## src/design/oit_pkg.sv

```systemverilog
// Shared types and constants for the offside indent tracker.
// No dependencies; imported by every module of the block.
`default_nettype none

package oit_pkg;

  localparam int COUNT_BITS      = 8;
  localparam int KIND_BITS       = 3;
  localparam int LEVEL_OUT_BITS  = 8;
  localparam int IN_DATA_BITS    = 16;
  localparam int IN_USER_BITS    = 2;
  localparam int DEF_STACK_DEPTH = 32;
  localparam int DEF_LEVEL_BITS  = 8;
  localparam int QUEUE_DEPTH     = 4;

  typedef enum logic [KIND_BITS-1:0] {
    KIND_INDENT       = 3'd0,
    KIND_DEDENT       = 3'd1,
    KIND_MIXED        = 3'd2,
    KIND_INCONSISTENT = 3'd3,
    KIND_MALFORMED    = 3'd4,
    KIND_OVERFLOW     = 3'd5
  } kind_t;

  typedef enum logic [1:0] {
    SP_NONE   = 2'd0,
    SP_SPACES = 2'd1,
    SP_TABS   = 2'd2
  } spacing_t;

  typedef enum logic [1:0] {
    CMD_LINE   = 2'd0,
    CMD_EOI    = 2'd1,
    CMD_MIXED  = 2'd2,
    CMD_INCONS = 2'd3
  } cmd_t;

  typedef struct packed {
    cmd_t cmd;
    logic colon;
    logic malformed;
  } line_ctl_t;

  typedef enum logic [2:0] {
    S_IDLE,
    S_ERR,
    S_MALF,
    S_PUSH,
    S_WAIT,
    S_SCAN,
    S_FIN
  } back_state_t;

endpackage

`default_nettype wire

```

## src/design/oit_front.sv

```systemverilog
// Front end: accepts line descriptors, checks spacing, tracks the previous level.
// Depends on oit_pkg; feeds oit_fifo.
`default_nettype none

module oit_front
  import oit_pkg::*;
#(
  parameter int LEVEL_BITS = DEF_LEVEL_BITS
) (
  input  wire logic                  clk,
  input  wire logic                  rst,
  input  wire logic                  in_valid,
  output logic                       in_ready,
  input  wire logic [COUNT_BITS-1:0] space_count,
  input  wire logic [COUNT_BITS-1:0] tab_count,
  input  wire logic                  after_colon,
  input  wire logic                  in_group,
  input  wire logic                  end_of_input,
  input  wire logic                  q_full,
  output logic                       q_push,
  output line_ctl_t                  q_ctl,
  output logic [LEVEL_BITS-1:0]      q_cur,
  output logic [LEVEL_BITS-1:0]      q_prev
);

  spacing_t              spacing_kind;
  spacing_t              spacing_kind_next;
  logic [LEVEL_BITS-1:0] previous_level;
  logic [COUNT_BITS-1:0] raw;
  logic [LEVEL_BITS-1:0] cur;
  logic                  accept;
  logic                  mixed;
  logic                  incons;
  logic                  update;

  assign raw = space_count | tab_count;

  generate
    if (LEVEL_BITS >= COUNT_BITS) begin : g_wide
      assign cur = LEVEL_BITS'(raw);
    end else begin : g_sat
      assign cur = ((raw >> LEVEL_BITS) != '0) ? '1 : raw[LEVEL_BITS-1:0];
    end
  endgenerate

  assign in_ready = !q_full;
  assign accept   = in_valid && in_ready;
  assign mixed    = (space_count != '0) && (tab_count != '0);
  assign incons   = ((space_count != '0) && (spacing_kind == SP_TABS)) ||
                    ((tab_count != '0) && (spacing_kind == SP_SPACES));
  assign q_push   = accept && (end_of_input || !in_group);
  assign update   = accept && !end_of_input && !in_group && !mixed && !incons;

  always_comb begin
    q_ctl.colon     = after_colon;
    q_ctl.malformed = (cur <= previous_level);
    priority if (end_of_input) begin
      q_ctl.cmd = CMD_EOI;
    end else if (mixed) begin
      q_ctl.cmd = CMD_MIXED;
    end else if (incons) begin
      q_ctl.cmd = CMD_INCONS;
    end else begin
      q_ctl.cmd = CMD_LINE;
    end
    q_cur  = cur;
    q_prev = previous_level;
  end

  always_comb begin
    priority if (raw == '0) begin
      spacing_kind_next = SP_NONE;
    end else if (space_count != '0) begin
      spacing_kind_next = SP_SPACES;
    end else begin
      spacing_kind_next = SP_TABS;
    end
  end

  always_ff @(posedge clk) begin
    if (rst) begin
      spacing_kind   <= SP_NONE;
      previous_level <= '0;
    end else if (update) begin
      spacing_kind   <= spacing_kind_next;
      previous_level <= cur;
    end
  end

endmodule

`default_nettype wire

```

## src/design/oit_fifo.sv

```systemverilog
// Small register queue between the front end and the stack engine.
// Depends on oit_pkg for the default depth, QUEUE_DEPTH.
`default_nettype none

module oit_fifo
  import oit_pkg::*;
#(
  parameter int WIDTH = 8,
  parameter int DEPTH = QUEUE_DEPTH,
  localparam int PTR_W  = (DEPTH > 1) ? $clog2(DEPTH) : 1,
  localparam int FILL_W = $clog2(DEPTH + 1)
) (
  input  wire logic              clk,
  input  wire logic              rst,
  input  wire logic              push,
  input  wire logic [WIDTH-1:0]  wr_data,
  output logic                   full,
  input  wire logic              pop,
  output logic [WIDTH-1:0]       rd_data,
  output logic                   empty,
  output logic [FILL_W-1:0]      fill
);

  logic [WIDTH-1:0] slots [DEPTH];
  logic [PTR_W-1:0] wr_ptr;
  logic [PTR_W-1:0] rd_ptr;
  logic             do_push;
  logic             do_pop;

  assign full    = (fill == FILL_W'(DEPTH));
  assign empty   = (fill == '0);
  assign do_push = push && !full;
  assign do_pop  = pop && !empty;
  assign rd_data = slots[rd_ptr];

  always_ff @(posedge clk) begin
    if (do_push) begin
      slots[wr_ptr] <= wr_data;
    end
  end

  always_ff @(posedge clk) begin
    if (rst) begin
      wr_ptr <= '0;
      rd_ptr <= '0;
      fill   <= '0;
    end else begin
      if (do_push) begin
        wr_ptr <= (wr_ptr == PTR_W'(DEPTH - 1)) ? '0 : wr_ptr + PTR_W'(1);
      end
      if (do_pop) begin
        rd_ptr <= (rd_ptr == PTR_W'(DEPTH - 1)) ? '0 : rd_ptr + PTR_W'(1);
      end
      if (do_push && !do_pop) begin
        fill <= fill + FILL_W'(1);
      end else if (do_pop && !do_push) begin
        fill <= fill - FILL_W'(1);
      end
    end
  end

endmodule

`default_nettype wire

```

## src/design/oit_back.sv

```systemverilog
// Stack engine: level stack in memory, indent/dedent sequencing, result register.
// Depends on oit_pkg; reads from oit_fifo.
`default_nettype none

module oit_back
  import oit_pkg::*;
#(
  parameter int STACK_DEPTH = DEF_STACK_DEPTH,
  parameter int LEVEL_BITS  = DEF_LEVEL_BITS,
  localparam int CNT_W = $clog2(STACK_DEPTH + 1),
  localparam int IDX_W = (STACK_DEPTH > 1) ? $clog2(STACK_DEPTH) : 1
) (
  input  wire logic                      clk,
  input  wire logic                      rst,
  input  wire logic                      q_empty,
  output logic                           q_pop,
  input  wire line_ctl_t                 q_ctl,
  input  wire logic [LEVEL_BITS-1:0]     q_cur,
  input  wire logic [LEVEL_BITS-1:0]     q_prev,
  output logic                           out_valid,
  input  wire logic                      out_ready,
  output logic [KIND_BITS-1:0]           out_kind,
  output logic [LEVEL_OUT_BITS-1:0]      out_level,
  output logic                           out_last,
  output logic [CNT_W-1:0]               stack_count
);

  back_state_t           state;
  back_state_t           state_next;
  logic [LEVEL_BITS-1:0] stack_mem [STACK_DEPTH];
  logic [LEVEL_BITS-1:0] top_q;
  logic [CNT_W-1:0]      cnt_m1;
  logic [IDX_W-1:0]      rd_addr;
  logic [IDX_W-1:0]      wr_addr;

  line_ctl_t             item_ctl;
  logic [LEVEL_BITS-1:0] item_cur;
  logic [LEVEL_BITS-1:0] item_prev;

  logic                  pend_valid;
  kind_t                 pend_kind;
  logic [LEVEL_BITS-1:0] pend_level;
  logic [LEVEL_OUT_BITS-1:0] pend_level_out;

  logic                  slot_free;
  logic                  stack_full;
  logic                  dedent_hit;
  logic                  load;
  logic                  produce;
  logic                  finish;
  logic                  push;
  logic                  pop;
  kind_t                 prod_kind;
  logic [LEVEL_BITS-1:0] prod_level;
  logic                  send;

  assign slot_free  = !out_valid || out_ready;
  assign stack_full = (stack_count == CNT_W'(STACK_DEPTH));
  assign cnt_m1     = stack_count - CNT_W'(1);
  assign rd_addr    = cnt_m1[IDX_W-1:0];
  assign wr_addr    = stack_count[IDX_W-1:0];
  assign dedent_hit = (stack_count != '0) &&
                      ((item_ctl.cmd == CMD_EOI) || (item_cur <= top_q));

  generate
    if (LEVEL_BITS >= LEVEL_OUT_BITS) begin : g_trunc
      assign pend_level_out = pend_level[LEVEL_OUT_BITS-1:0];
    end else begin : g_ext
      assign pend_level_out = {{(LEVEL_OUT_BITS - LEVEL_BITS){1'b0}}, pend_level};
    end
  endgenerate

  // next state
  always_comb begin
    state_next = state;
    unique case (state)
      S_IDLE: begin
        if (!q_empty) begin
          unique case (q_ctl.cmd)
            CMD_EOI:    state_next = S_WAIT;
            CMD_MIXED,
            CMD_INCONS: state_next = S_ERR;
            CMD_LINE: begin
              if (!q_ctl.colon) begin
                state_next = S_WAIT;
              end else if (q_ctl.malformed) begin
                state_next = S_MALF;
              end else begin
                state_next = S_PUSH;
              end
            end
            default:    state_next = S_IDLE;
          endcase
        end
      end
      S_ERR:  if (slot_free) state_next = S_FIN;
      S_MALF: if (slot_free) state_next = S_PUSH;
      S_PUSH: if (slot_free) state_next = S_WAIT;
      S_WAIT: state_next = S_SCAN;
      S_SCAN: begin
        if (!dedent_hit) begin
          state_next = S_FIN;
        end else if (slot_free) begin
          state_next = S_WAIT;
        end
      end
      S_FIN:  if (slot_free) state_next = S_IDLE;
      default: state_next = S_IDLE;
    endcase
  end

  // control outputs
  always_comb begin
    q_pop      = 1'b0;
    load       = 1'b0;
    produce    = 1'b0;
    finish     = 1'b0;
    push       = 1'b0;
    pop        = 1'b0;
    prod_kind  = KIND_DEDENT;
    prod_level = top_q;
    unique case (state)
      S_IDLE: begin
        q_pop = !q_empty;
        load  = !q_empty;
      end
      S_ERR: begin
        produce    = slot_free;
        prod_kind  = (item_ctl.cmd == CMD_MIXED) ? KIND_MIXED : KIND_INCONSISTENT;
        prod_level = '0;
      end
      S_MALF: begin
        produce    = slot_free;
        prod_kind  = KIND_MALFORMED;
        prod_level = item_prev;
      end
      S_PUSH: begin
        produce    = slot_free;
        push       = slot_free && !stack_full;
        prod_kind  = stack_full ? KIND_OVERFLOW : KIND_INDENT;
        prod_level = item_cur;
      end
      S_WAIT: begin
      end
      S_SCAN: begin
        produce = slot_free && dedent_hit;
        pop     = slot_free && dedent_hit;
      end
      S_FIN: begin
        finish = slot_free;
      end
      default: begin
      end
    endcase
  end

  assign send = (produce || finish) && pend_valid;

  always_ff @(posedge clk) begin
    if (push) begin
      stack_mem[wr_addr] <= item_prev;
    end
    top_q <= stack_mem[rd_addr];
  end

  always_ff @(posedge clk) begin
    if (load) begin
      item_ctl  <= q_ctl;
      item_cur  <= q_cur;
      item_prev <= q_prev;
    end
    if (produce) begin
      pend_kind  <= prod_kind;
      pend_level <= prod_level;
    end
    if (send) begin
      out_kind  <= pend_kind;
      out_level <= pend_level_out;
      out_last  <= finish;
    end
  end

  always_ff @(posedge clk) begin
    if (rst) begin
      state       <= S_IDLE;
      stack_count <= '0;
      pend_valid  <= 1'b0;
      out_valid   <= 1'b0;
    end else begin
      state <= state_next;
      if (push) begin
        stack_count <= stack_count + CNT_W'(1);
      end else if (pop) begin
        stack_count <= cnt_m1;
      end
      if (produce) begin
        pend_valid <= 1'b1;
      end else if (finish) begin
        pend_valid <= 1'b0;
      end
      if (send) begin
        out_valid <= 1'b1;
      end else if (out_ready) begin
        out_valid <= 1'b0;
      end
    end
  end

endmodule

`default_nettype wire

```

## src/design/offside_indent_tracker.sv

```systemverilog
// Offside indent tracker top level: front end, queue and stack engine.
// Depends on oit_pkg, oit_front, oit_fifo and oit_back.
//
// Usage: one transfer on the s_axis side per source line, carrying the space
// and tab counts of its leading whitespace and the colon / open-group flags;
// tlast marks the end-of-input item. Each line yields zero or more results on
// the m_axis side (indent, dedent, malformed, overflow, spacing report), tlast
// on the final result of that line. Lines inside a bracket group yield nothing.
// With the engine idle, a line's first result passes the queue and the item,
// pending-result and output registers. The engine takes an item in S_IDLE,
// gives each spacing/malformed/indent result its own state and each dedent
// S_WAIT and S_SCAN (the stack memory read is registered), and closes the line
// with the last stack read, scan and last-result hand-off, or with the hand-off
// alone after a spacing report. A 4-entry queue lets the front end keep taking
// lines while the engine works through a dedent run.
// Reset clears the queue, the stack count, the previous level and the spacing
// kind; stack memory contents are left as they are.
// When the receiver holds m_axis_tready low the engine stalls, the queue
// fills and s_axis_tready falls once it is full.
`default_nettype none

module offside_indent_tracker
  import oit_pkg::*;
#(
  parameter int STACK_DEPTH = DEF_STACK_DEPTH,
  parameter int LEVEL_BITS  = DEF_LEVEL_BITS
) (
  input  wire logic                      clk,
  input  wire logic                      rst,
  input  wire logic                      s_axis_tvalid,
  output logic                           s_axis_tready,
  input  wire logic [IN_DATA_BITS-1:0]   s_axis_tdata,  // space_count, tab_count
  input  wire logic [IN_USER_BITS-1:0]   s_axis_tuser,  // after_colon, in_group
  input  wire logic                      s_axis_tlast,  // end_of_input
  output logic                           m_axis_tvalid,
  input  wire logic                      m_axis_tready,
  output logic [LEVEL_OUT_BITS-1:0]      m_axis_tdata,  // level
  output logic [KIND_BITS-1:0]           m_axis_tuser,  // kind
  output logic                           m_axis_tlast   // last
);

  localparam int CNT_W  = $clog2(STACK_DEPTH + 1);
  localparam int FILL_W = $clog2(QUEUE_DEPTH + 1);
  localparam int Q_W    = $bits(line_ctl_t) + 2 * LEVEL_BITS;

  logic                  q_full;
  logic                  q_empty;
  logic                  q_push;
  logic                  q_pop;
  logic [FILL_W-1:0]     q_fill;
  logic [Q_W-1:0]        q_wr_data;
  logic [Q_W-1:0]        q_rd_data;
  line_ctl_t             f_ctl;
  logic [LEVEL_BITS-1:0] f_cur;
  logic [LEVEL_BITS-1:0] f_prev;
  line_ctl_t             b_ctl;
  logic [LEVEL_BITS-1:0] b_cur;
  logic [LEVEL_BITS-1:0] b_prev;
  logic [CNT_W-1:0]      stack_count;

  assign q_wr_data              = {f_ctl, f_cur, f_prev};
  assign {b_ctl, b_cur, b_prev} = q_rd_data;

  oit_front #(
    .LEVEL_BITS (LEVEL_BITS)
  ) u_front (
    .clk          (clk),
    .rst          (rst),
    .in_valid     (s_axis_tvalid),
    .in_ready     (s_axis_tready),
    .space_count  (s_axis_tdata[7:0]),
    .tab_count    (s_axis_tdata[15:8]),
    .after_colon  (s_axis_tuser[0]),
    .in_group     (s_axis_tuser[1]),
    .end_of_input (s_axis_tlast),
    .q_full       (q_full),
    .q_push       (q_push),
    .q_ctl        (f_ctl),
    .q_cur        (f_cur),
    .q_prev       (f_prev)
  );

  oit_fifo #(
    .WIDTH (Q_W),
    .DEPTH (QUEUE_DEPTH)
  ) u_fifo (
    .clk     (clk),
    .rst     (rst),
    .push    (q_push),
    .wr_data (q_wr_data),
    .full    (q_full),
    .pop     (q_pop),
    .rd_data (q_rd_data),
    .empty   (q_empty),
    .fill    (q_fill)
  );

  oit_back #(
    .STACK_DEPTH (STACK_DEPTH),
    .LEVEL_BITS  (LEVEL_BITS)
  ) u_back (
    .clk         (clk),
    .rst         (rst),
    .q_empty     (q_empty),
    .q_pop       (q_pop),
    .q_ctl       (b_ctl),
    .q_cur       (b_cur),
    .q_prev      (b_prev),
    .out_valid   (m_axis_tvalid),
    .out_ready   (m_axis_tready),
    .out_kind    (m_axis_tuser),
    .out_level   (m_axis_tdata),
    .out_last    (m_axis_tlast),
    .stack_count (stack_count)
  );

`ifndef SYNTH
  a_stack_bound: assert property (@(posedge clk) disable iff (rst)
    stack_count <= CNT_W'(STACK_DEPTH))
    else $error("stack count beyond depth");

  a_queue_bound: assert property (@(posedge clk) disable iff (rst)
    q_fill <= FILL_W'(QUEUE_DEPTH))
    else $error("queue fill beyond depth");

  a_err_is_last: assert property (@(posedge clk) disable iff (rst)
    (m_axis_tvalid && (m_axis_tuser == KIND_MIXED || m_axis_tuser == KIND_INCONSISTENT))
    |-> m_axis_tlast)
    else $error("spacing report not last result of its line");
`endif

endmodule

`default_nettype wire
```

## config.mk

```make
export PLATFORM = sky130hd
export DESIGN_NAME = offside_indent_tracker
export DESIGN_NICKNAME = d
export VERILOG_FILES = /design/src/design/oit_pkg.sv /design/src/design/oit_front.sv /design/src/design/oit_fifo.sv /design/src/design/oit_back.sv /design/src/design/offside_indent_tracker.sv
export SDC_FILE = /design/constraint.sdc
export NUM_CORES = 1
export LEC_CHECK = 0
export BUFFER_PORTS_ARGS = -buffer_cell sky130_fd_sc_hd__buf_2
export CAP_MARGIN = 10
export CORE_MARGIN = 2
export CORE_UTILIZATION = 60
export CTS_CLUSTER_DIAMETER = 40
export DETAILED_ROUTE_END_ITERATION = 12
export PLACE_DENSITY = 0.77
export SETUP_SLACK_MARGIN = 0.15
export SKIP_CTS_REPAIR_TIMING = 1
export SYNTH_ARGS = -nofsm -noshare
export SYNTH_HDL_FRONTEND = slang
export SYNTH_SLANG_ARGS = --single-unit
```

## constraint.sdc

```tcl
create_clock -name clk -period 4.4 [get_ports clk]
set_input_delay 0 -clock clk [delete_from_list [all_inputs] [get_ports clk]]
set_output_delay 0 -clock clk [all_outputs]
set_load 0.1 [all_outputs]
```

==> flow_summary.ini <==
[final_layout]
area_delta_synth_final_pct = 13.41
mostFrequentLayoutCells = edfxtp_1, mux4_2, nor2_1
antenna_cells = 0
nets = 1113
layout_commonest_cell = edfxtp_1
fin_cells = 1477
drive_gt1_frac = 0.2102

[clocking]
root_buffer = clkbuf_16
cts_buffers = 45
clock_sinks = 415
clk_pin_slew_ns = 0.06
clk_latency_ns = 0.55
cts_tree = yes
htreeDepth = 2
cts_buffer_depth = 3

[sta]
skew_ns = 0.02153
fin_crit_ns = 3.072
hold_ws_ns = -0.0001498
slew_headroom = 0.1456
drv_slew = 0
setup_tns_ns = 0
period_share = 0.6981
timing.fmax_mhz = 325.5
finalSetupViolCount = 0
grt_setup_unrepaired = no
tightest_slew_ns = 1.282
hold_viol = 1

[setup_path]
r2r_start = u_back.state[1]$_SDFFE_PP0P_
crit_path_end_kind = flop
critPathMaxStageDelay_ns = 0.78
critical_path_required_ns = 4.58
arrival_ns = 3.25
path_delay_family = simple AND/OR/NAND/NOR gates
crit_path_max_fanout = 18
setup.worst_path.class = reg -> reg
reg2reg_setup_slack_ns = 1.33
cp.buffers_inverters = 0
r2r_end = u_back.stack_mem[23][4]$_DFFE_PP_
path_cells = nand2b_1, nor3b_2, nand3_1, nor2_1
startpoint_type = flop
r2r.worst_path.cells = 4
slowest_stage = nor2_1

[route]
ant_nets = 0
drt-total-wl_um = 35390
vias = 9171
wl_per_cell_um = 23.96
dr.first_iter.drc_count = 845
drt_first_pass_iters = 5
via_per_inst = 6.209
drcViolationCount = 0

[min_path]
hold_end = u_fifo.wr_ptr[1]$_SDFFE_PP0P_
min-delay-start = s_axis_tvalid
hold_depth = 5
hold_class = in -> reg

[place]
dp.cells = 1369
dpl.hpwl_um = 21290
numPortBuffers = 36
gp_congestion = 0.8517

[pwr]
power-per-cell-area_nw_per_um2 = 590.1
ir_drop_uv = 318.0
finalPower_mw = 11.29
p_leak_nw = 6.229

[global_routing]
gr-total-overflow = 0
grt_pass1_vias = 8966
grt_pass1_wl_um = 52830
grt_use_total = 0.2438
grt_max_degree = 39
antenna_found_initial = 0

[synth]
synth_seq_cells = 415
synth.area.top_cells = edfxtp_1, mux4_2, dfxtp_1, ha_1, nor2_1
ys_types = 61
synth_ff_type = edfxtp_1
async_flop_share = 0
synth_nets = 1034
syn_area_um2 = 16880
synth-edff-count = 377
syn_inst = 984
seq_area_frac_synth = 0.7159
yosys.area.top_type_share = 0.6708
yosys_warnings = 0
syn_area_per_cell_um2 = 17.15
yosys.area.top_type = edfxtp_1

[floorplanning]
ioPinCount = 37
die_x_um = 171.7
row_count = 61
start_util = 0.6091
die-area_um2 = 29480
die_h_um = 171.7
core_area_um2 = 27710

[flow_run]
cap_violations = 0

[status]
failed_checks = hold timing
status = finished with violations
==> cell usage after synthesis (3+ instances only) <==
master / instances
a211oi_1: 25
a21oi_1: 16
a221oi_1: 3
a31oi_1: 3
and2_1: 21
and3_1: 19
buf_2: 12
buf_4: 7
clkbuf_1: 24
dfxtp_1: 38
edfxtp_1: 377
ha_1: 26
inv_1: 35
mux2i_1: 14
mux4_2: 84
nand2_1: 60
nand2b_1: 8
nand3_1: 12
nand3b_1: 3
nand4_1: 11
nor2_1: 68
nor2b_1: 9
nor3_1: 9
nor4_1: 16
o211ai_1: 5
o21a_1: 3
o21ai_0: 22
or2_2: 3
or3_1: 5
or3b_2: 3
xnor2_1: 3
xor2_1: 5
==> worst min-delay path: cells and delay by family <==
kind / cells / cell delay (ns)
and+or+nand+nor: 2 / 0.12
buffers and inverters: 1 / 0.10
AOI/OAI and AO/OA: 1 / 0.13
muxes: 1 / 0.15
==> worst max-delay path by stage <==
stage / startpoint / endpoint / slack, ns / depth (start not counted)
3_5_place_dp: u_back.state[1]$_SDFFE_PP0P_ / u_back.stack_mem[27][1]$_DFFE_PP_ / 1.38 / 4
3_3_place_gp: u_back.state[1]$_SDFFE_PP0P_ / u_back.stack_mem[27][3]$_DFFE_PP_ / 1.47 / 4
5_1_grt: u_back.state[1]$_SDFFE_PP0P_ / u_back.stack_mem[19][5]$_DFFE_PP_ / 1.08 / 4
2_1_floorplan: u_back.stack_count[0]$_SDFFE_PP0P_ / u_back.out_kind[0]$_DFFE_PP_ / 1.26 / 11
4_1_cts: u_back.state[1]$_SDFFE_PP0P_ / u_back.stack_mem[31][4]$_DFFE_PP_ / 1.35 / 4
6_report: u_back.state[1]$_SDFFE_PP0P_ / u_back.stack_mem[23][4]$_DFFE_PP_ / 1.33 / 4
==> flip-flops by register name, summed over array words and instances, names as in the netlist, 3 cells and up, named ones only <==
signal and count:
u_front.q_prev 8, u_back.out_level 8, u_fifo.fill 3, u_back.item_prev 8, u_back.stack_count 6, u_back.state 3
u_fifo.slots 80, u_back.pend_level 8, u_back.stack_mem 256, u_back.pend_kind 3, u_back.out_kind 3, u_back.item_cur 8
u_back.top_q 8
==> cell type report <==
class                           count  area [um^2]
Sequential cell                   415        12090
Fill cell                        1736         8566
Multi-Input combinational cell    487         4454
Clock buffer                       51         1149
Timing Repair Buffer               78        593.1
Tap cell                          378        473.0
Clock inverter                     32        250.2
Inverter                           36        135.1
==> kinds of logic after synthesis <==
family | after synthesis | share of synthesized area
adder cells (fa/ha/maj) | 27 | 0.02046
multiplexers | 98 | 0.1204
AO/OA/AOI/OAI | 96 | 0.03855
flip-flops | 415 | 0.7159
buffers and inverters | 82 | 0.02157
XOR/XNOR | 8 | 0.004152
AND/OR/NAND/NOR | 258 | 0.07896
==> routing by layer <==
metal	part of all wire	global-route usage
met1	0.41	0.3390
met3	0.073	0.04671
met5	0	0
met2	0.49	0.3878
met4	0.034	0.09396
==> metrics by stage <==
stage          cell area, um^2  hold slack [ns]  worst slack [ns]  utilization
2_1_floorplan            16880          0.09887             1.260            -
3_3_place_gp             17460           0.2146             1.475       0.6300
3_5_place_dp             17460           0.2267             1.376       0.6300
4_1_cts                  18850          -0.3469             1.353       0.6805
5_1_grt                  19140          0.04521             1.076       0.6908
6_report                 19140       -0.0001498             1.328       0.6908
==> power by group <==
part	switching [mW]	leakage (nW)	total (mW)	internal (mW)
Clock	1.55	0.672	3.52	1.97
Combinational	1.48	1.84	2.36	0.887
Sequential	0.381	3.71	5.41	5.03
Total	3.40	6.23	11.3	7.89
Power figures use the tool's default switching activity.
